--- src/hdl/ccfd_pkg.sv ---
// Shared types, constants and CRC step functions of the frame deframer.
// Used by the top level, the parser, the result register and the checker of the block.
package ccfd_pkg;

  localparam int unsigned MaxPayloadDefault = 128;

  localparam logic [7:0]  StartByte = 8'hA5;
  localparam logic [7:0]  HcrcInit  = 8'hFF;
  localparam logic [15:0] FcrcInit  = 16'hFFFF;
  localparam logic [7:0]  Crc8Poly  = 8'h8C;    // 0x31 reflected
  localparam logic [15:0] Crc16Poly = 16'h8408; // 0x1021 reflected

  localparam int unsigned OutDataW = 48;

  typedef enum logic [2:0] {
    KIND_DATA      = 3'd0,
    KIND_GOOD      = 3'd1,
    KIND_HDR_ERR   = 3'd2,
    KIND_FRAME_ERR = 3'd3,
    KIND_TOO_LONG  = 3'd4
  } kind_e;

  typedef struct packed {
    kind_e       kind;
    logic [15:0] command_id;
    logic [7:0]  payload_byte;
    logic [6:0]  byte_index;
    logic [7:0]  sequence_number;
    logic [7:0]  payload_length;
  } result_t;

  // One byte through the reflected CRC-8, bit by bit.
  function automatic logic [7:0] crc8_step(logic [7:0] crc, logic [7:0] b);
    logic [7:0] c;
    c = crc ^ b;
    for (int i = 0; i < 8; i++) begin
      c = c[0] ? ((c >> 1) ^ Crc8Poly) : (c >> 1);
    end
    return c;
  endfunction

  // One byte through the reflected CRC-16.
  function automatic logic [15:0] crc16_step(logic [15:0] crc, logic [7:0] b);
    logic [15:0] c;
    c = crc ^ {8'h00, b};
    for (int i = 0; i < 8; i++) begin
      c = c[0] ? ((c >> 1) ^ Crc16Poly) : (c >> 1);
    end
    return c;
  endfunction

endpackage

--- src/hdl/crc_checked_frame_deframer_core.sv ---
// Top level of the CRC-checked frame deframer: input register, parser, result register.
// Depends on ccfd_pkg, ccfd_in_stage, ccfd_parser and ccfd_out_stage.
//
// Channel  Dir  Beat contents
// s_axis   in   tdata[7:0] received byte
// m_axis   out  tuser result kind; tdata command, payload byte, index, sequence, length
//
// Every received byte passes through the parser; a new beat is accepted every cycle while
// the output is not stalled. Each byte is held in the input register, and each result in
// the result register. Bytes that cause no result still pass through the parser.
// Reset returns the parser to hunting for the start byte and empties both registers.
// A stalled output holds the parser and then the input register; no beat is dropped.
module crc_checked_frame_deframer_core #(
  parameter int unsigned MaxPayload = ccfd_pkg::MaxPayloadDefault
) (
  input  logic                          clk_i,
  input  logic                          rst_ni,
  input  logic                          s_axis_tvalid_i,
  output logic                          s_axis_tready_o,
  input  logic [7:0]                    s_axis_tdata_i,  // [7:0] rx_byte
  output logic                          m_axis_tvalid_o,
  input  logic                          m_axis_tready_i,
  // [15:0] command_id, [23:16] payload_byte, [30:24] byte_index,
  // [38:31] sequence_number, [46:39] payload_length, [47] zero
  output logic [ccfd_pkg::OutDataW-1:0] m_axis_tdata_o,
  output logic [2:0]                    m_axis_tuser_o   // [2:0] result_kind
);
  import ccfd_pkg::*;

  logic    in_valid;
  logic [7:0] in_byte;
  logic    out_ready;
  logic    step;
  logic    res_valid;
  result_t res;

  assign step = in_valid && out_ready;

  ccfd_in_stage u_in (
    .clk_i     (clk_i),
    .rst_ni    (rst_ni),
    .s_valid_i (s_axis_tvalid_i),
    .s_ready_o (s_axis_tready_o),
    .s_data_i  (s_axis_tdata_i),
    .take_i    (step),
    .valid_o   (in_valid),
    .data_o    (in_byte)
  );

  ccfd_parser #(
    .MaxPayload (MaxPayload)
  ) u_parser (
    .clk_i       (clk_i),
    .rst_ni      (rst_ni),
    .step_i      (step),
    .rx_byte_i   (in_byte),
    .res_valid_o (res_valid),
    .res_o       (res)
  );

  ccfd_out_stage u_out (
    .clk_i     (clk_i),
    .rst_ni    (rst_ni),
    .load_i    (res_valid),
    .res_i     (res),
    .ready_o   (out_ready),
    .m_valid_o (m_axis_tvalid_o),
    .m_ready_i (m_axis_tready_i),
    .m_data_o  (m_axis_tdata_o),
    .m_user_o  (m_axis_tuser_o)
  );

endmodule

--- src/hdl/ccfd_in_stage.sv ---
// Input register of the deframer: holds one received byte until the parser takes it.
// Depends on nothing but the clock and reset.
module ccfd_in_stage (
  input  logic       clk_i,
  input  logic       rst_ni,
  input  logic       s_valid_i,
  output logic       s_ready_o,
  input  logic [7:0] s_data_i,
  input  logic       take_i,
  output logic       valid_o,
  output logic [7:0] data_o
);

  logic       valid_q, valid_d;
  logic [7:0] data_q;

  // Refill in the same cycle the held beat is consumed.
  assign s_ready_o = !valid_q || take_i;
  assign valid_d   = s_ready_o ? s_valid_i : valid_q;

  always_ff @(posedge clk_i or negedge rst_ni) begin
    if (!rst_ni) begin
      valid_q <= 1'b0;
    end else begin
      valid_q <= valid_d;
    end
  end

  always_ff @(posedge clk_i) begin
    if (s_ready_o && s_valid_i) begin
      data_q <= s_data_i;
    end
  end

  assign valid_o = valid_q;
  assign data_o  = data_q;

endmodule

--- src/hdl/ccfd_parser.sv ---
// Frame parser: phase machine, header CRC-8, frame CRC-16 and payload counting.
// Uses ccfd_pkg for the result type, kinds and CRC step functions.
module ccfd_parser #(
  parameter int unsigned MaxPayload = ccfd_pkg::MaxPayloadDefault
) (
  input  logic              clk_i,
  input  logic              rst_ni,
  input  logic              step_i,
  input  logic [7:0]        rx_byte_i,
  output logic              res_valid_o,
  output ccfd_pkg::result_t res_o
);
  import ccfd_pkg::*;

  localparam int unsigned LenBits = $clog2(MaxPayload + 1);
  localparam int unsigned CntW    = (LenBits > 3) ? LenBits : 3;

  typedef enum logic [2:0] {
    PH_HUNT    = 3'd0,
    PH_HEADER  = 3'd1,
    PH_CMD     = 3'd2,
    PH_PAYLOAD = 3'd3,
    PH_TRAILER = 3'd4
  } phase_e;

  phase_e          phase_q, phase_d;
  logic [CntW-1:0] cnt_q, cnt_d;
  logic [15:0]     len_q, len_d;
  logic [7:0]      seq_q, seq_d;
  logic [7:0]      hcrc_q, hcrc_d;
  logic [15:0]     fcrc_q, fcrc_d;
  logic [15:0]     cmd_q, cmd_d;
  logic [7:0]      trl_q, trl_d;

  logic            emit;
  kind_e           kind;
  logic [7:0]      pay;
  logic [6:0]      idx;
  logic [15:0]     fcrc_upd;
  logic [CntW-1:0] cnt_inc;
  logic [31:0]     cnt_ext;

  assign fcrc_upd = crc16_step(fcrc_q, rx_byte_i);
  assign cnt_inc  = cnt_q + CntW'(1);
  assign cnt_ext  = 32'(cnt_q);

  always_comb begin
    phase_d = phase_q;
    cnt_d   = cnt_q;
    len_d   = len_q;
    seq_d   = seq_q;
    hcrc_d  = hcrc_q;
    fcrc_d  = fcrc_q;
    cmd_d   = cmd_q;
    trl_d   = trl_q;
    emit    = 1'b0;
    kind    = KIND_DATA;
    pay     = 8'h00;
    idx     = 7'd0;
    unique case (phase_q)
      PH_HEADER: begin
        fcrc_d = fcrc_upd;
        if (cnt_q < CntW'(4)) begin
          if (cnt_q == CntW'(1)) begin
            len_d = {8'h00, rx_byte_i};
          end else if (cnt_q == CntW'(2)) begin
            len_d = {rx_byte_i, len_q[7:0]};
          end else begin
            seq_d = rx_byte_i;
          end
          hcrc_d = crc8_step(hcrc_q, rx_byte_i);
          cnt_d  = cnt_inc;
        end else if (rx_byte_i != hcrc_q) begin
          emit    = 1'b1;
          kind    = KIND_HDR_ERR;
          phase_d = PH_HUNT;
        end else if (len_q > 16'(MaxPayload)) begin
          emit    = 1'b1;
          kind    = KIND_TOO_LONG;
          phase_d = PH_HUNT;
        end else begin
          cnt_d   = '0;
          phase_d = PH_CMD;
        end
      end
      PH_CMD: begin
        fcrc_d = fcrc_upd;
        if (cnt_q == '0) begin
          cmd_d = {8'h00, rx_byte_i};
          cnt_d = CntW'(1);
        end else begin
          cmd_d   = {rx_byte_i, cmd_q[7:0]};
          cnt_d   = '0;
          phase_d = (len_q != 16'd0) ? PH_PAYLOAD : PH_TRAILER;
        end
      end
      PH_PAYLOAD: begin
        fcrc_d = fcrc_upd;
        emit   = 1'b1;
        kind   = KIND_DATA;
        pay    = rx_byte_i;
        idx    = cnt_ext[6:0];
        cnt_d  = cnt_inc;
        if (16'(cnt_inc) >= len_q) begin
          cnt_d   = '0;
          phase_d = PH_TRAILER;
        end
      end
      PH_TRAILER: begin
        if (cnt_q == '0) begin
          trl_d = rx_byte_i;
          cnt_d = CntW'(1);
        end else begin
          emit    = 1'b1;
          kind    = ((trl_q == fcrc_q[7:0]) && (rx_byte_i == fcrc_q[15:8]))
                    ? KIND_GOOD : KIND_FRAME_ERR;
          phase_d = PH_HUNT;
        end
      end
      default: begin
        phase_d = PH_HUNT;
        if (rx_byte_i == StartByte) begin
          hcrc_d  = crc8_step(HcrcInit, rx_byte_i);
          fcrc_d  = crc16_step(FcrcInit, rx_byte_i);
          len_d   = '0;
          seq_d   = '0;
          cmd_d   = '0;
          trl_d   = '0;
          cnt_d   = CntW'(1);
          phase_d = PH_HEADER;
        end
      end
    endcase
  end

  always_ff @(posedge clk_i or negedge rst_ni) begin
    if (!rst_ni) begin
      phase_q <= PH_HUNT;
      cnt_q   <= '0;
      len_q   <= '0;
      seq_q   <= '0;
      hcrc_q  <= HcrcInit;
      fcrc_q  <= FcrcInit;
      cmd_q   <= '0;
      trl_q   <= '0;
    end else if (step_i) begin
      phase_q <= phase_d;
      cnt_q   <= cnt_d;
      len_q   <= len_d;
      seq_q   <= seq_d;
      hcrc_q  <= hcrc_d;
      fcrc_q  <= fcrc_d;
      cmd_q   <= cmd_d;
      trl_q   <= trl_d;
    end
  end

  // The command, sequence and length fields show the frame registers as they stand before this beat.
  assign res_valid_o           = step_i && emit;
  assign res_o.kind            = kind;
  assign res_o.command_id      = cmd_q;
  assign res_o.payload_byte    = pay;
  assign res_o.byte_index      = idx;
  assign res_o.sequence_number = seq_q;
  assign res_o.payload_length  = (len_q > 16'd255) ? 8'hFF : len_q[7:0];

endmodule

--- src/hdl/ccfd_out_stage.sv ---
// Result register of the deframer: holds one result beat until the sink takes it.
// Uses ccfd_pkg for the result type and the output data width.
module ccfd_out_stage (
  input  logic                               clk_i,
  input  logic                               rst_ni,
  input  logic                               load_i,
  input  ccfd_pkg::result_t                  res_i,
  output logic                               ready_o,
  output logic                               m_valid_o,
  input  logic                               m_ready_i,
  output logic [ccfd_pkg::OutDataW-1:0]      m_data_o,
  output logic [2:0]                         m_user_o
);
  import ccfd_pkg::*;

  logic    valid_q, valid_d;
  result_t res_q;

  assign ready_o = !valid_q || m_ready_i;
  assign valid_d = load_i ? 1'b1 : (m_ready_i ? 1'b0 : valid_q);

  always_ff @(posedge clk_i or negedge rst_ni) begin
    if (!rst_ni) begin
      valid_q <= 1'b0;
    end else begin
      valid_q <= valid_d;
    end
  end

  always_ff @(posedge clk_i) begin
    if (load_i) begin
      res_q <= res_i;
    end
  end

  assign m_valid_o = valid_q;
  assign m_user_o  = res_q.kind;
  assign m_data_o  = {1'b0, res_q.payload_length, res_q.sequence_number,
                      res_q.byte_index, res_q.payload_byte, res_q.command_id};

endmodule

--- config.mk ---
export PLATFORM = sky130hd
export DESIGN_NAME = crc_checked_frame_deframer_core
export DESIGN_NICKNAME = d
export VERILOG_FILES = /design/src/hdl/ccfd_pkg.sv /design/src/hdl/crc_checked_frame_deframer_core.sv /design/src/hdl/ccfd_in_stage.sv /design/src/hdl/ccfd_parser.sv /design/src/hdl/ccfd_out_stage.sv
export SDC_FILE = /design/constraint.sdc
export NUM_CORES = 1
export LEC_CHECK = 0
export ABC_AREA = 0
export CAP_MARGIN = 20
export CORE_ASPECT_RATIO = 0.9
export CORE_UTILIZATION = 50
export DETAILED_ROUTE_END_ITERATION = 12
export DONT_BUFFER_PORTS = 1
export MAX_ROUTING_LAYER = met4
export RECOVER_POWER = 100
export SETUP_SLACK_MARGIN = 0.02
export SYNTH_ARGS = -nofsm -noshare
export SYNTH_HDL_FRONTEND = slang
export SYNTH_HIERARCHICAL = 1
export SYNTH_SLANG_ARGS = --single-unit
export TNS_END_PERCENT = 30
--- constraint.sdc ---
create_clock -name clk_i -period 13.2 [get_ports clk_i]
set_clock_uncertainty 0.05 [all_clocks]
set_input_delay 0 -clock clk_i [delete_from_list [all_inputs] [get_ports clk_i]]
set_output_delay 0 -clock clk_i [all_outputs]
set_load 0.05 [all_outputs]
-- Yosys cells after proc, flatten, opt, wreduce, memory -nomap -nowiden
Index checks and enable logic that the tools add are counted.
- add/sub/neg operators: 1
- $lt $le $gt $ge: 4
- eq/ne operators: 23
- multiplexer cells: 81
- bitwise operators: 40
- reduce and logical (&&, ||, !) cells: 29
- operators with widths (cell ; number):
    16-bit 2-to-1 mux ; 22
    8-bit 2-to-1 mux ; 29
    2-bit NOT with 3-bit output ; 32
    16-bit case mux with 2 select lines ; 3
    8-bit case mux with 2 select lines ; 3
    16-bit by 8-bit > comparator with 1-bit output (second input constant) ; 2
    8-bit case mux with 4 select lines ; 1
    3-bit 2-to-1 mux ; 10
    5-bit AND reduction ; 4
    8-bit equality test ; 2
    8-bit by 16-bit >= comparator with 1-bit output ; 1
    8-bit NOT with 16-bit output ; 1
    16-bit nonzero test ; 1
    16-bit by 8-bit XOR with 16-bit output ; 1
    3-bit case mux with 4 select lines ; 1
    4-bit AND reduction ; 3
    2-bit by 1-bit != test with 1-bit output (second input constant) ; 5
    2-bit != test (second input constant) ; 5
    2-bit nonzero test ; 5
    3-bit OR reduction ; 3
    8-bit by 1-bit adder with 8-bit output (second input constant) ; 1
    8-bit by 1-bit equality test with 1-bit output (second input constant) ; 1
    8-bit by 2-bit equality test with 1-bit output (second input constant) ; 1
    8-bit equality test (second input constant) ; 1
    other kinds (21) ; 40
- flip-flop bits (word level): 143
- input port bits: 12
- output and inout port bits: 53
- logic and storage cells: 197

-- Depth between registers and ports, before layout
Gate-level depths: netlist of run 1.
- word-level depth: 19
- depth in mapped cells: 10
- gate-level depth less buffers: 9

-- Modules after synthesis
The synthesis of run 1 kept the hierarchy.
- by module, submodules not included (module ; times used ; cells each ; area each (um^2) ; sequential area each (um^2)):
    ccfd_parser ; 1 ; 531 ; 5037.3 ; 2107.0
    ccfd_out_stage ; 1 ; 55 ; 1560.2 ; 1526.5
    ccfd_in_stage ; 1 ; 12 ; 294.0 ; 265.3
    crc_checked_frame_deframer_core ; 1 ; 1 ; 6.3 ; 0.0

-- Worst setup path before layout of run 1
Ideal clock, no wire load.
- kind: register -> register
- from: reg u_parser.phase_q[2]
- to: reg u_out.valid_q (netlist: u_out/m_valid_o)
- library setup time: 90 ps
- arrival time: 5497 ps
- required time: 13060 ps
- path slack: 7563 ps
- stages on the path, launching flop included: 8
- path buffers: 1
- clock period less this slack: 5637 ps
- cell sequence: dfrtp_1 -> buf_2 -> nor3b_2 -> nand2_1 -> nor2_1 -> o21ai_0 -> a21boi_0 -> nand2b_2
- word-level cells in the longest chain between the ends: 4
- elaborated cells between the ends (all ways): 7
- classes of those cells: eq/ne: 3; mux: 2; reduce/logical: 2
- RTL lines (item ; line ; RTL):
    start: declaration ; ccfd_parser.sv:26 ; phase_e phase_q, phase_d;
    start signal: assignment ; ccfd_parser.sv:147 ; phase_q <= phase_d;
    3-bit equality test (tied with other cells) ; ccfd_parser.sv:60 ; unique case (phase_q)
    1-bit case mux with 3 select lines * ; ccfd_parser.sv:60 ;
    1-bit logical AND * ; ccfd_parser.sv:159 ; assign res_valid_o = step_i && emit;
    named net res_valid ; crc_checked_frame_deframer_core.sv:34 ; logic res_valid;
    1-bit 2-to-1 mux or 2-bit nonzero test (tied branches) ; n/a ;
    end signal: assignment ; ccfd_out_stage.sv:26 ; valid_q <= valid_d;
    end: declaration ; ccfd_out_stage.sv:16 ; logic valid_q, valid_d;
The timed path passes the listed nets; every way through them passes the cells marked *.
A chain may end at the register's enable or synchronous reset.

-- Worst setup path after layout of run 1
- from: reg u_in.data_q[6] (netlist: u_in/data_o[6])
- to: reg u_out.res_q, in the netlist u_out/m_data_o[25], enable pin
- word-level cells in the longest chain between the ends: 5
- RTL lines (item ; line ; RTL):
    start: declaration ; ccfd_in_stage.sv:15 ; logic [7:0] data_q;
    start signal: assignment ; ccfd_in_stage.sv:31 ; data_q <= s_data_i;
    8-bit != test ; ccfd_parser.sv:73 ; end else if (rx_byte_i != hcrc_q) begin
    1-bit 2-to-1 mux ; ccfd_parser.sv:73 ;
    1-bit 2-to-1 mux ; ccfd_parser.sv:63 ; if (cnt_q < CntW'(4)) begin
    1-bit case mux with 3 select lines ; ccfd_parser.sv:60 ;
    1-bit logical AND ; ccfd_parser.sv:159 ;
    named net res_valid ; crc_checked_frame_deframer_core.sv:34 ;
    end signal: assignment ; ccfd_out_stage.sv:32 ; res_q <= res_i;
    end: declaration ; ccfd_out_stage.sv:17 ; result_t res_q;
The timed path passes the listed nets, and every way through them passes these cells.

==> summary.txt, run 1 <==
Power
  • Peak supply drop: 0.124 mV
  • Sequential share of power: 43.7%
  • Sw frac: 25.9%
  • Logic pwr share: 13.1%
  • Total net switching power: 0.305 mW
  • Internal: just under 0.9 mW
  • Clk network pwr share: 43.1%
  • Lkg Pwr: a little over 3 nW
  • PD cells: roughly 150 nW/um2
  • Design Power: around 1.2 mW

Global routing
  • First-pass GRT wire length: 24,400 um
  • Antenna violations before repair: 0
  • Overflow after GRT: 0
  • Pin count of the biggest net entering global routing: 86
  • Tot GR Track Use: 23.9%
  • Vias in the first global route: between 4,000 and 5,000

Logic synthesis
  • Largest family of logic cells by synthesized area: simple AND/OR/NAND/NOR gates
  • Multiplexer share of the synthesized area: 0%
  • Most common cell in the netlist: nand2_1
  • Synth Area in Compound Gates: between 10% and 20%
  • Ranking of synthesized cells by area: edfxtp_1 (25%), dfrtp_1 (22%), dfstp_2 (9.1%), xnor2_1 (6.7%), a22o_1 (4.1%)
  • Mapped Avg Cell Area: 11.5 um2
  • Xor and xnor fraction of the mapped netlist area: between 10 and 15%
  • Top-area cell type share of the netlist area: 25.2%
  • Sequential area share after synthesis: 56.5%
  • Syn Nets: 623
  • Synth cell count leaders: nand2_1 (74), dfrtp_1 (61), edfxtp_1 (58)
  • Mapped Cells: around 600
  • Post-synth EDFFs: 58
  • Distinct cells, synth: slightly below 70
  • Yosys warnings: 6
  • Simple-Gate Fraction of Synth Area: 14.6%
  • Post-synth ARST share: approximately three fifths
  • Post-Syn Area: 6900 um2
  • Ys flop type: dfrtp_1
  • Post-Synth Adder-Cell Area: approximately 2.5%
  • Flops & latches, synth: 143
  • Area leader, netlist: edfxtp_1

Worst setup path
  • Crit Path Class: reg2reg
  • Worst reg2reg path depth: 8
  • CP endpoint kind: register
  • Max FO, Critical Path: 32
  • Data required, critical path: ~13 ns
  • Crit path arrival time: 5.65 ns
  • CP Launch Type: register

Placed design
  • Inst Count DP: 742
  • Setup WS pre-CTS: 9.48 ns
  • Detailed-placement wirelength estimate: 10,200 um
  • Global placement routability congestion: 0.912
  • Port-buffer cells: 0
  • DP Area: 7040 um2

Timing
  • RSZ-0062 raised after global routing: no
  • Slew headroom: -199%
  • Final hold violation count: 0
  • Minimum clock period: 5.67 ns
  • Final Max Slew Viols: 157
  • Fin crit share: a little over two fifths
  • Final WS setup: about 7.5 ns
  • Setup Viol. Count Final: 0
  • Slew at the pin closest to its max-slew limit: 4.48 ns
  • Fmax: ~0.18 GHz
  • Worst hold slack: 0.149 ns
  • TNS Setup: 0 ns

Clock tree
  • Cell at the root of the clock tree: clkbuf_16
  • Hold_buf cts: 12
  • Longest Clk Path Bufs: 2
  • Post_cts resized: 0
  • Level count of the clock H-tree: 4
  • Reg clk slew, reported paths: 0.06 ns
  • Clock Sinks: 143
  • Inserted Clock Buffers: 17
  • CTS tree: built
  • Worst-skew pair later-pin latency: ~0.43 ns
  • Post-CTS setup buffer count: 0

Min path
  • Hold Path Cell Cnt: 1
  • Hold WC Path Type: in2reg

Floorplanning
  • Core footprint: 13,400 um2
  • Die Wd: ~130 um
  • I/O pins: 65
  • Initial core utilization: 51.4%
  • Core Rows: 40
  • Die Ht: 113 um
  • Die area: 14,300 um2

Final layout
  • Fin nets: 631
  • # diodes: 0
  • Share of layout cells above drive strength 1: a little under an eighth
  • Filler cells: 1,116
  • Final core utilization: 57.4%
  • Design area: 7690 um2
  • Final instance count without filler cells: 788
  • Area added between synthesis and finish: 11.5%

Route
  • WL per Instance: 19.3 um
  • Met2 wire len: 7020 um
  • Vias: 4,533
  • M1 wire length: 7240 um
  • Drt total wl: 15,200 um
  • Met3 routed WL: 803 um
  • DR iter-0 viols: 321
  • DRC errors left: 0
  • Vias per cell: roughly 5.8
  • Routed Antenna Nets: 0
  • Top layer in use: met4
  • DRT Pass-1 Iters: 5

Job
  • Max_cap viols: 4

Outcome
  • Failing checks: max-capacitance violations, max-slew violations
  • Status: finished with violations
==> per-layer routing <==
metal  global-route usage (%)  vias up
li1                         -     2149
met1                     32.8     2227
met2                     34.5      146
met3                     6.33       11
met4                     8.03        0
met5                        -        -
==> flip-flops by register name, indices dropped and copies added, names as in the netlist, 8 cells and up <==
register and cells:
u_out/m_data_o 47, u_parser/cnt_q 8, u_parser/trl_q 8, u_parser/cmd_q 16, u_parser/hcrc_q 8, u_parser/fcrc_q 16
u_parser/seq_q 8, u_in/data_o 8, u_parser/len_q 16
==> power by group through the flow <==
stage	logic, mW	clock network (mW)	registers, mW
final	0.155	0.509	0.516
after global routing	0.171	0.541	0.519
after CTS	0.158	0.520	0.516
after detailed placement	0.148	0	0.524
after global placement	0.147	0	0.523
after floorplan	0.125	0	0.517
==> cells in the final DEF (no fill, tap or decap), drive strengths merged, types with 3 or more instances in the layout <==
cell type,count
dfrtp,61
xnor2,53
nand2b,12
dfstp,24
or2,6
ha,12
inv,23
o31ai,9
nor2,30
buf,9
and3,18
bufinv,3
xor2,21
edfxtp,58
o22a,6
nand2,74
a21oi,11
nor3,7
dlygate4sd3,11
nor2b,5
a22o,32
clkbuf,22
and2,5
nand3,17
nand4,5
o21ai,44
nor4,5
==> kinds of logic after synthesis <==
logic type	after synthesis
other	1
and+or+nand+nor	191
AOI/OAI and AO/OA	123
buffers and inverters	49
xor gates and xnor gates	78
DFF	143
adders and majority gates	14
==> path summary, 6_finish.rpt <==
check                                  start                  to  slack, ns
setup / recovery              u_in/data_o[6]  u_out/m_data_o[25]       7.53
setup reg to reg              u_in/data_o[6]  u_out/m_data_o[25]       7.53
hold / removal             s_axis_tdata_i[3]      u_in/data_o[3]       0.15
max in group asynchronous             rst_ni   u_parser/cnt_q[7]       8.90
min in group asynchronous             rst_ni   u_parser/seq_q[5]       1.67
hold reg to reg            u_parser/seq_q[5]  u_out/m_data_o[36]       0.40
==> layout make-up <==
class	instances	area, um2	share of cell area (%)
Clock buffer	18	439	5.71
Sequential cell	143	3900	50.7
Timing Repair Buffer	24	194	2.52
Inverter	14	52.6	0.683
Tap cell	168	210	2.73
Clock inverter	14	193	2.50
Multi-Input combinational cell	407	2710	35.2
==> worst max-delay path: stages, from the launching register on <==
cell and delay, ns:
edfxtp_1 0.33, clkbuf_1 0.77, xnor2_1 0.27, nor4b_1 0.23, nor4b_1 0.20, nor2_1 0.10, o21ai_0 0.07, a21boi_0 1.95
clkbuf_1 1.26
No activity file was read; power rests on OpenSTA's default activity.
==> run 2: changes to the inputs <==
==> constraint.sdc (replaced) <==
create_clock -name clk_i -period 5.88 [get_ports clk_i]
set_clock_uncertainty 0.05 [all_clocks]
set_input_delay 0 -clock clk_i [delete_from_list [all_inputs] [get_ports clk_i]]
set_output_delay 0 -clock clk_i [all_outputs]
set_load 0.05 [all_outputs]
==> run 2 against run 1 <==
Compared with the run above: the flow still finishes with violations (max-capacitance violations, max-slew violations); largest power group unchanged; clock-buffer cell count unchanged; final area about the same; sequential share of layout area about the same; largest cell class unchanged; global-route usage down 0.12 points; highest routed layer unchanged; sequential power up 120%.
==> summary.txt, run 2 (synthesized netlist as in run 1, its figures left out) <==
Placed design
  • Setup WS pre-CTS: 2.42 ns (-7.07 ns)
  • Port-buffer cells: 0 (unchanged)
  • Detailed-placement wirelength estimate: 10,000 um (-1.3%)
  • DP Area: 7050 um2 (+0.11%)
  • Global placement routability congestion: 0.890 (-2.4%)

Final layout
  • Share of layout cells above drive strength 1: 11.6% (-0.32 points)
  • Area added between synthesis and finish: 11.5% (about the same)
  • # diodes: 0 (unchanged)
  • Most common library cell in the layout ignoring fill and taps: nand2_1
  • Most frequent cells in the layout: nand2_1 (74), dfrtp_1 (61), edfxtp_1 (58), xnor2_1 (53), o21ai_0 (38)
  • Filler cells: 1,134 (+1.6%)
  • Max reg flops: 47 (unchanged)
  • Design area: 7690 um2 (about the same)
  • Fin nets: 631 (unchanged)

Route
  • Met2 wire len: 6800 um (-3.1%)
  • WL per Instance: 19.2 um (-0.50%)
  • DR iter-0 viols: 349 (+8.7%)
  • DRT Pass-1 Iters: 5 (unchanged)
  • DRC errors left: 0 (unchanged)
  • Met3 routed WL: 786 um (-2.1%)
  • Routed Antenna Nets: 0 (unchanged)
  • Vias: 4,518 (-0.33%)
  • M1 wire length: 7340 um (+1.4%)
  • Drt total wl: 15,100 um (-0.50%)
  • Vias per cell: 5.73 (-0.33%)
  • Top layer in use: met4

Worst setup path
  • FF-to-FF End: u_out/m_data_o[13]
  • CP cell instances: nor3b_1, clkbuf_1, nand2_1, nor2_1, o21ai_0, a21boi_4, clkbuf_1
  • CP endpoint kind: register
  • Crit Path Class: reg2reg
  • Worst reg2reg path depth: 7 (-1)
  • Flop-to-flop setup slack: 1.63 ns (-5.89 ns)
  • Max incr delay on CP: 0.87 ns (-1.08 ns)
  • CP Launch Type: register
  • Data required, critical path: 5.87 ns (-7.31 ns)
  • Crit-path slowest cell: a21boi_4
  • Crit-path most repeated cell: clkbuf_1
  • Max FO, Critical Path: 33 (+3.1%)
  • RR Startpoint: u_parser/phase_q[1]
  • Crit path arrival time: 4.24 ns (-1.41 ns)

Clock tree
  • Longest Clk Path Bufs: 2 (unchanged)
  • Worst-skew pair later-pin latency: 0.42 ns (about the same)
  • Inserted Clock Buffers: 17 (unchanged)
  • Clock Sinks: 143 (unchanged)
  • CTS tree: built
  • Cell at the root of the clock tree: clkbuf_16
  • Level count of the clock H-tree: 4 (unchanged)
  • Post-CTS setup buffer count: 0 (unchanged)
  • Reg clk slew, reported paths: 0.06 ns (about the same)

Timing
  • RSZ-0062 raised after global routing: no
  • Slew at the pin closest to its max-slew limit: 1.64 ns (-2.84 ns)
  • Setup Viol. Count Final: 0 (unchanged)
  • Final WS setup: 1.63 ns (-5.89 ns)
  • Final Max Slew Viols: 17 (-89%)
  • Fin crit share: 72.2% (+29 points)
  • Fmax: 0.236 GHz (+34%)
  • Final hold violation count: 0 (unchanged)
  • Minimum clock period: 4.25 ns (-1.43 ns)
  • Slew headroom: -10.4% (+190 points)
  • TNS Setup: 0 ns (unchanged)

Outcome
  • Failing checks: max-capacitance violations, max-slew violations
  • Status: finished with violations

Global routing
  • Antenna violations before repair: 0 (unchanged)
  • Overflow after GRT: 0 (unchanged)
  • Pin count of the biggest net entering global routing: 86 (unchanged)
  • Tot GR Track Use: 23.8% (-0.12 points)
  • Vias in the first global route: 4,407 (+0.36%)
  • First-pass GRT wire length: 24,400 um (about the same)

Floorplanning
  • I/O pins: 65 (unchanged)
  • Core Rows: 40 (unchanged)
  • Initial core utilization: 51.4% (unchanged)
  • Die Wd: 126 um (unchanged)
  • Die Ht: 113 um (unchanged)
  • Core footprint: 13,400 um2 (unchanged)
  • Die area: 14,300 um2 (unchanged)

Job
  • Max_cap viols: 1 (-3)

Min path
  • Hold WC Path Type: in2async

Power
  • Lkg Pwr: 3.05 nW (-0.20%)
  • PD cells: 340 nW/um2 (+120%)
  • Peak supply drop: 0.233 mV (+88%)
-- run 2: area by class of cell --
cell class                      count  area [um2]  area share (%)
Sequential cell                   143        3900            50.7
Multi-Input combinational cell    407        2710            35.3
Clock buffer                       18         429            5.58
Timing Repair Buffer               24         210            2.73
Tap cell                          168         210            2.73
Clock inverter                     14         179            2.33
Inverter                           14        52.6           0.683
-- run 2: layer usage --
metal / global-route usage (%) / vias up
met1: 32.0 / 2216
met3: 6.47 / 15
met2: 34.9 / 144
met5: - / -
li1: - / 2143
met4: 8.03 / 0
-- run 2: timing repair --
action	CTS	global route
hold endpoints to repair	103	0
endpoints found under the setup margin	0	0
hold buffers	12	0
resized for setup	0	0
-- run 2: how the worst max path moves through the flow --
stage                             start                 end  slack [ns]  cells after the start
floorplan           u_parser/phase_q[2]     u_out/m_valid_o        0.24                      7
global placement    u_parser/phase_q[2]   u_out/m_user_o[2]        2.55                      4
detailed placement  u_parser/phase_q[2]   u_out/m_user_o[2]        2.42                      4
CTS                 u_parser/phase_q[2]  u_out/m_data_o[13]        2.41                      4
global route        u_parser/phase_q[1]   u_parser/seq_q[1]        1.09                      6
finish              u_parser/phase_q[1]  u_out/m_data_o[13]        1.63                      7
-- run 2: metrics by stage --
stage	std cells	hold slack (ns)	power, mW	utilization (%)
floorplan	599	-0.346	1.44	-
global placement	743	-0.342	1.50	52.6
detailed placement	743	-0.342	1.51	52.6
CTS	787	0.119	2.64	58.1
global route	788	0.138	2.72	57.4
finish	788	0.0846	2.61	57.4
-- run 2: critical path, delay by kind of cell (launching register included) --
kind / cells / cell delay (ns)
AOI/OAI and AO/OA: 2 / 1.01
buffers and inverters: 2 / 1.40
DFF: 1 / 0.66
and+or+nand+nor: 3 / 0.71
-- run 2: power breakdown --
part	total (mW)	switching, mW	internal, mW
Clock	1.10	0.429	0.675
Sequential	1.16	0.0533	1.10
Combinational	0.351	0.186	0.166
Total	2.61	0.668	1.95
==> run 3: changes to the inputs <==
--- a/config.mk
+++ b/config.mk
@@ -12,6 +12,7 @@
 export DETAILED_ROUTE_END_ITERATION = 12
 export DONT_BUFFER_PORTS = 1
 export MAX_ROUTING_LAYER = met4
+export PLACE_DENSITY = 0.68
 export RECOVER_POWER = 100
 export SETUP_SLACK_MARGIN = 0.02
 export SYNTH_ARGS = -nofsm -noshare
==> constraint.sdc (replaced) <==
create_clock -name clk_i -period 3.8 [get_ports clk_i]
set_clock_uncertainty 0.05 [all_clocks]
set_input_delay 0 -clock clk_i [delete_from_list [all_inputs] [get_ports clk_i]]
set_output_delay 0 -clock clk_i [all_outputs]
set_load 0.05 [all_outputs]
==> run 3 against run 2 <==
Compared with the run above: the run still ends with max-capacitance violations, max-slew violations left; first-iteration DRC count shrank 3.2%; global-route usage down 0.055 points; clock-buffer cell count increased by 1; sequential power up 55%; register-to-register slack worse by 1.2 ns; die area unchanged; power up 50%; critical endpoint is now u_parser/fcrc_q[2]; highest routed layer unchanged.
==> summary.txt, run 3 (synthesized netlist as in run 1, its figures left out) <==
Route
  • DRT Pass-1 Iters: 5 (unchanged)
  • WL per Instance: 19.1 um (-0.41%)
  • Vias per cell: 5.79 (+1.0%)
  • Vias: 4,587 (+1.5%)
  • DR iter-0 viols: 338 (-3.2%)
  • Drt total wl: 15,200 um (about the same)
  • DRC errors left: 0 (unchanged)
  • Routed Antenna Nets: 0 (unchanged)

Worst setup path
  • Worst reg2reg path depth: 7 (unchanged)
  • CP cell instances: clkbuf_1, or4b_1, or2_0, maj3_1, nor2b_2, o21ai_1, o21ai_0
  • Max FO, Critical Path: 12 (-64%)
  • CP endpoint kind: register
  • FF-to-FF End: u_parser/fcrc_q[2]
  • Crit Path Class: reg2reg
  • Crit-path slowest cell: or4b_1
  • Data required, critical path: 4.09 ns (-1.78 ns)
  • CP Launch Type: register
  • RR Startpoint: u_in/data_o[6]
  • Flop-to-flop setup slack: 0.41 ns (-1.23 ns)
  • Crit path arrival time: 3.68 ns (-0.56 ns)
  • Max incr delay on CP: 0.68 ns (-0.19 ns)

Final layout
  • Area of the multi-input gates: 2730 um2 (+0.69%)
  • Area added between synthesis and finish: 11.5% (about the same)
  • Max reg flops: 47 (unchanged)
  • Fin nets: 635 (+0.63%)
  • Filler cells: 1,132 (-0.18%)
  • Final instance count without filler cells: 792 (+0.51%)
  • Share of layout cells above drive strength 1: 12.7% (+1.0 points)
  • Most frequent cells in the layout: nand2_1 (74), dfrtp_1 (61), edfxtp_1 (58), xnor2_1 (53), o21ai_0 (37)
  • Most common library cell in the layout ignoring fill and taps: nand2_1
  • # diodes: 0 (unchanged)
  • FF/Latch Area: 3900 um2 (unchanged)

Floorplanning
  • Die area: 14,300 um2 (unchanged)
  • Die Ht: 113 um (unchanged)
  • Die Wd: 126 um (unchanged)
  • I/O pins: 65 (unchanged)
  • Initial core utilization: 51.4% (unchanged)
  • Core Rows: 40 (unchanged)
  • Core footprint: 13,400 um2 (unchanged)

Timing
  • Slew headroom: -40.3% (-30 points)
  • RSZ-0062 raised after global routing: no
  • Fmax: 0.295 GHz (+25%)
  • Fin crit share: 89.3% (+17 points)
  • Final Max Slew Viols: 86 (+69)
  • Setup Viol. Count Final: 0 (unchanged)
  • TNS Setup: 0 ns (unchanged)
  • Slew at the pin closest to its max-slew limit: 2.10 ns (+0.466 ns)
  • Minimum clock period: 3.39 ns (-0.851 ns)
  • Final hold violation count: 0 (unchanged)

Global routing
  • Overflow after GRT: 0 (unchanged)
  • Pin count of the biggest net entering global routing: 86 (unchanged)
  • Most used routing layer: met2
  • GR Layer Usage met3: 6.47% (unchanged)
  • GR Util met1: 31.0% (-1.0 points)
  • GR Util met2: 35.1% (+0.30 points)
  • Vias in the first global route: 4,492 (+1.9%)
  • Tot GR Track Use: 23.7% (-0.055 points)
  • Antenna violations before repair: 0 (unchanged)
  • First-pass GRT wire length: 24,500 um (+0.65%)

Placed design
  • Inst Count DP: 747 (+0.54%)
  • Global placement routability congestion: 0.923 (+3.7%)
  • Detailed-placement wirelength estimate: 10,100 um (+0.34%)
  • Port-buffer cells: 0 (unchanged)

Clock tree
  • Inserted Clock Buffers: 17 (unchanged)
  • Cell at the root of the clock tree: clkbuf_16
  • Level count of the clock H-tree: 4 (unchanged)
  • Worst-skew pair later-pin latency: 0.43 ns (about the same)
  • Longest Clk Path Bufs: 2 (unchanged)
  • CTS tree: built
  • Clock Sinks: 143 (unchanged)
  • Reg clk slew, reported paths: 0.06 ns (about the same)

Outcome
  • Failing checks: max-capacitance violations, max-slew violations
  • Status: finished with violations

Job
  • Max_cap viols: 1 (unchanged)

Min path
  • Hold WC Path Type: in2reg
  • Hold Path Cell Cnt: 1
  • Worst Hold End: u_in/data_o[7]
  • Min-delay src: s_axis_tdata_i[7]

Power
  • Peak supply drop: 0.290 mV (+25%)
  • Design Power: 3.92 mW (+50%)
  • PD cells: 510 nW/um2 (+50%)
  • Lkg Pwr: 3.04 nW (-0.22%)
-- run 3: changes by cell type in the layout (fill, tap and decap cells not counted), moves of 2 or more --
cell / delta
buf_4: +2
clkbuf_2: +2
clkinvlp_4: +2
nor4_1: -2
bufinv_16: -2
-- run 3: power breakdown --
part / switching, mW / total (mW) / internal (mW)
clock: 0.666 / 1.58 / 0.911
combinational: 0.292 / 0.547 / 0.255
sequential: 0.0858 / 1.80 / 1.71
-- run 3: worst max path at each step --
stage / from / end / depth (start not counted)
after detailed placement: u_parser/hcrc_q[3] / u_out/m_data_o[30] / 7
after CTS: u_parser/hcrc_q[3] / u_out/m_data_o[30] / 7
after floorplan: u_parser/phase_q[2] / u_out/m_data_o[0] / 6
final: u_in/data_o[6] / u_parser/fcrc_q[2] / 7
after global placement: u_parser/hcrc_q[3] / u_out/m_data_o[30] / 7
after global routing: u_in/data_o[6] / u_parser/fcrc_q[2] / 7
-- run 3: metrics by stage --
step / setup slack (ns) / area (um2) / hold WS (ns) / util, %
CTS: 0.672 / 7780 / 0.110 / 58.0
detailed placement: 0.683 / 7080 / -0.343 / 52.8
finish: 0.406 / 7690 / 0.148 / 57.3
floorplan: 0.654 / 6900 / -0.346 / -
global route: 0.291 / 7690 / 0.136 / 57.3
global placement: 0.744 / 7080 / -0.343 / 52.8
-- run 3: critical path: cells and delay by family (launching register included) --
| family | cells | cell delay, ns |
|---|---|---|
| DFF | 1 | 0.41 |
| adders and majority gates | 1 | 0.41 |
| AOI/OAI and AO/OA | 2 | 0.63 |
| buffers and inverters | 1 | 0.40 |
| and+or+nand+nor | 3 | 1.40 |
-- run 3: layer usage --
metal / up-vias / share of wire [%]
li1: 2143 / -
met1: 2237 / 46
met2: 178 / 45
met3: 29 / 6.1
met4: 0 / 2.6
met5: - / 0
-- run 3: repair_timing --
item | in CTS | in global routing
hold buffers | 12 | 0
hold endpoints to repair | 103 | 0
resized for setup | 0 | 0
buffers inserted | 0 | 0
-- run 3: area by class of cell --
cell class	instances	area share [%]
Multi-Input combinational cell	407	35.5
Tap cell	168	2.73
Clock inverter	13	1.66
Inverter	14	0.683
Timing Repair Buffer	28	3.06
Clock buffer	19	5.63
Sequential cell	143	50.7
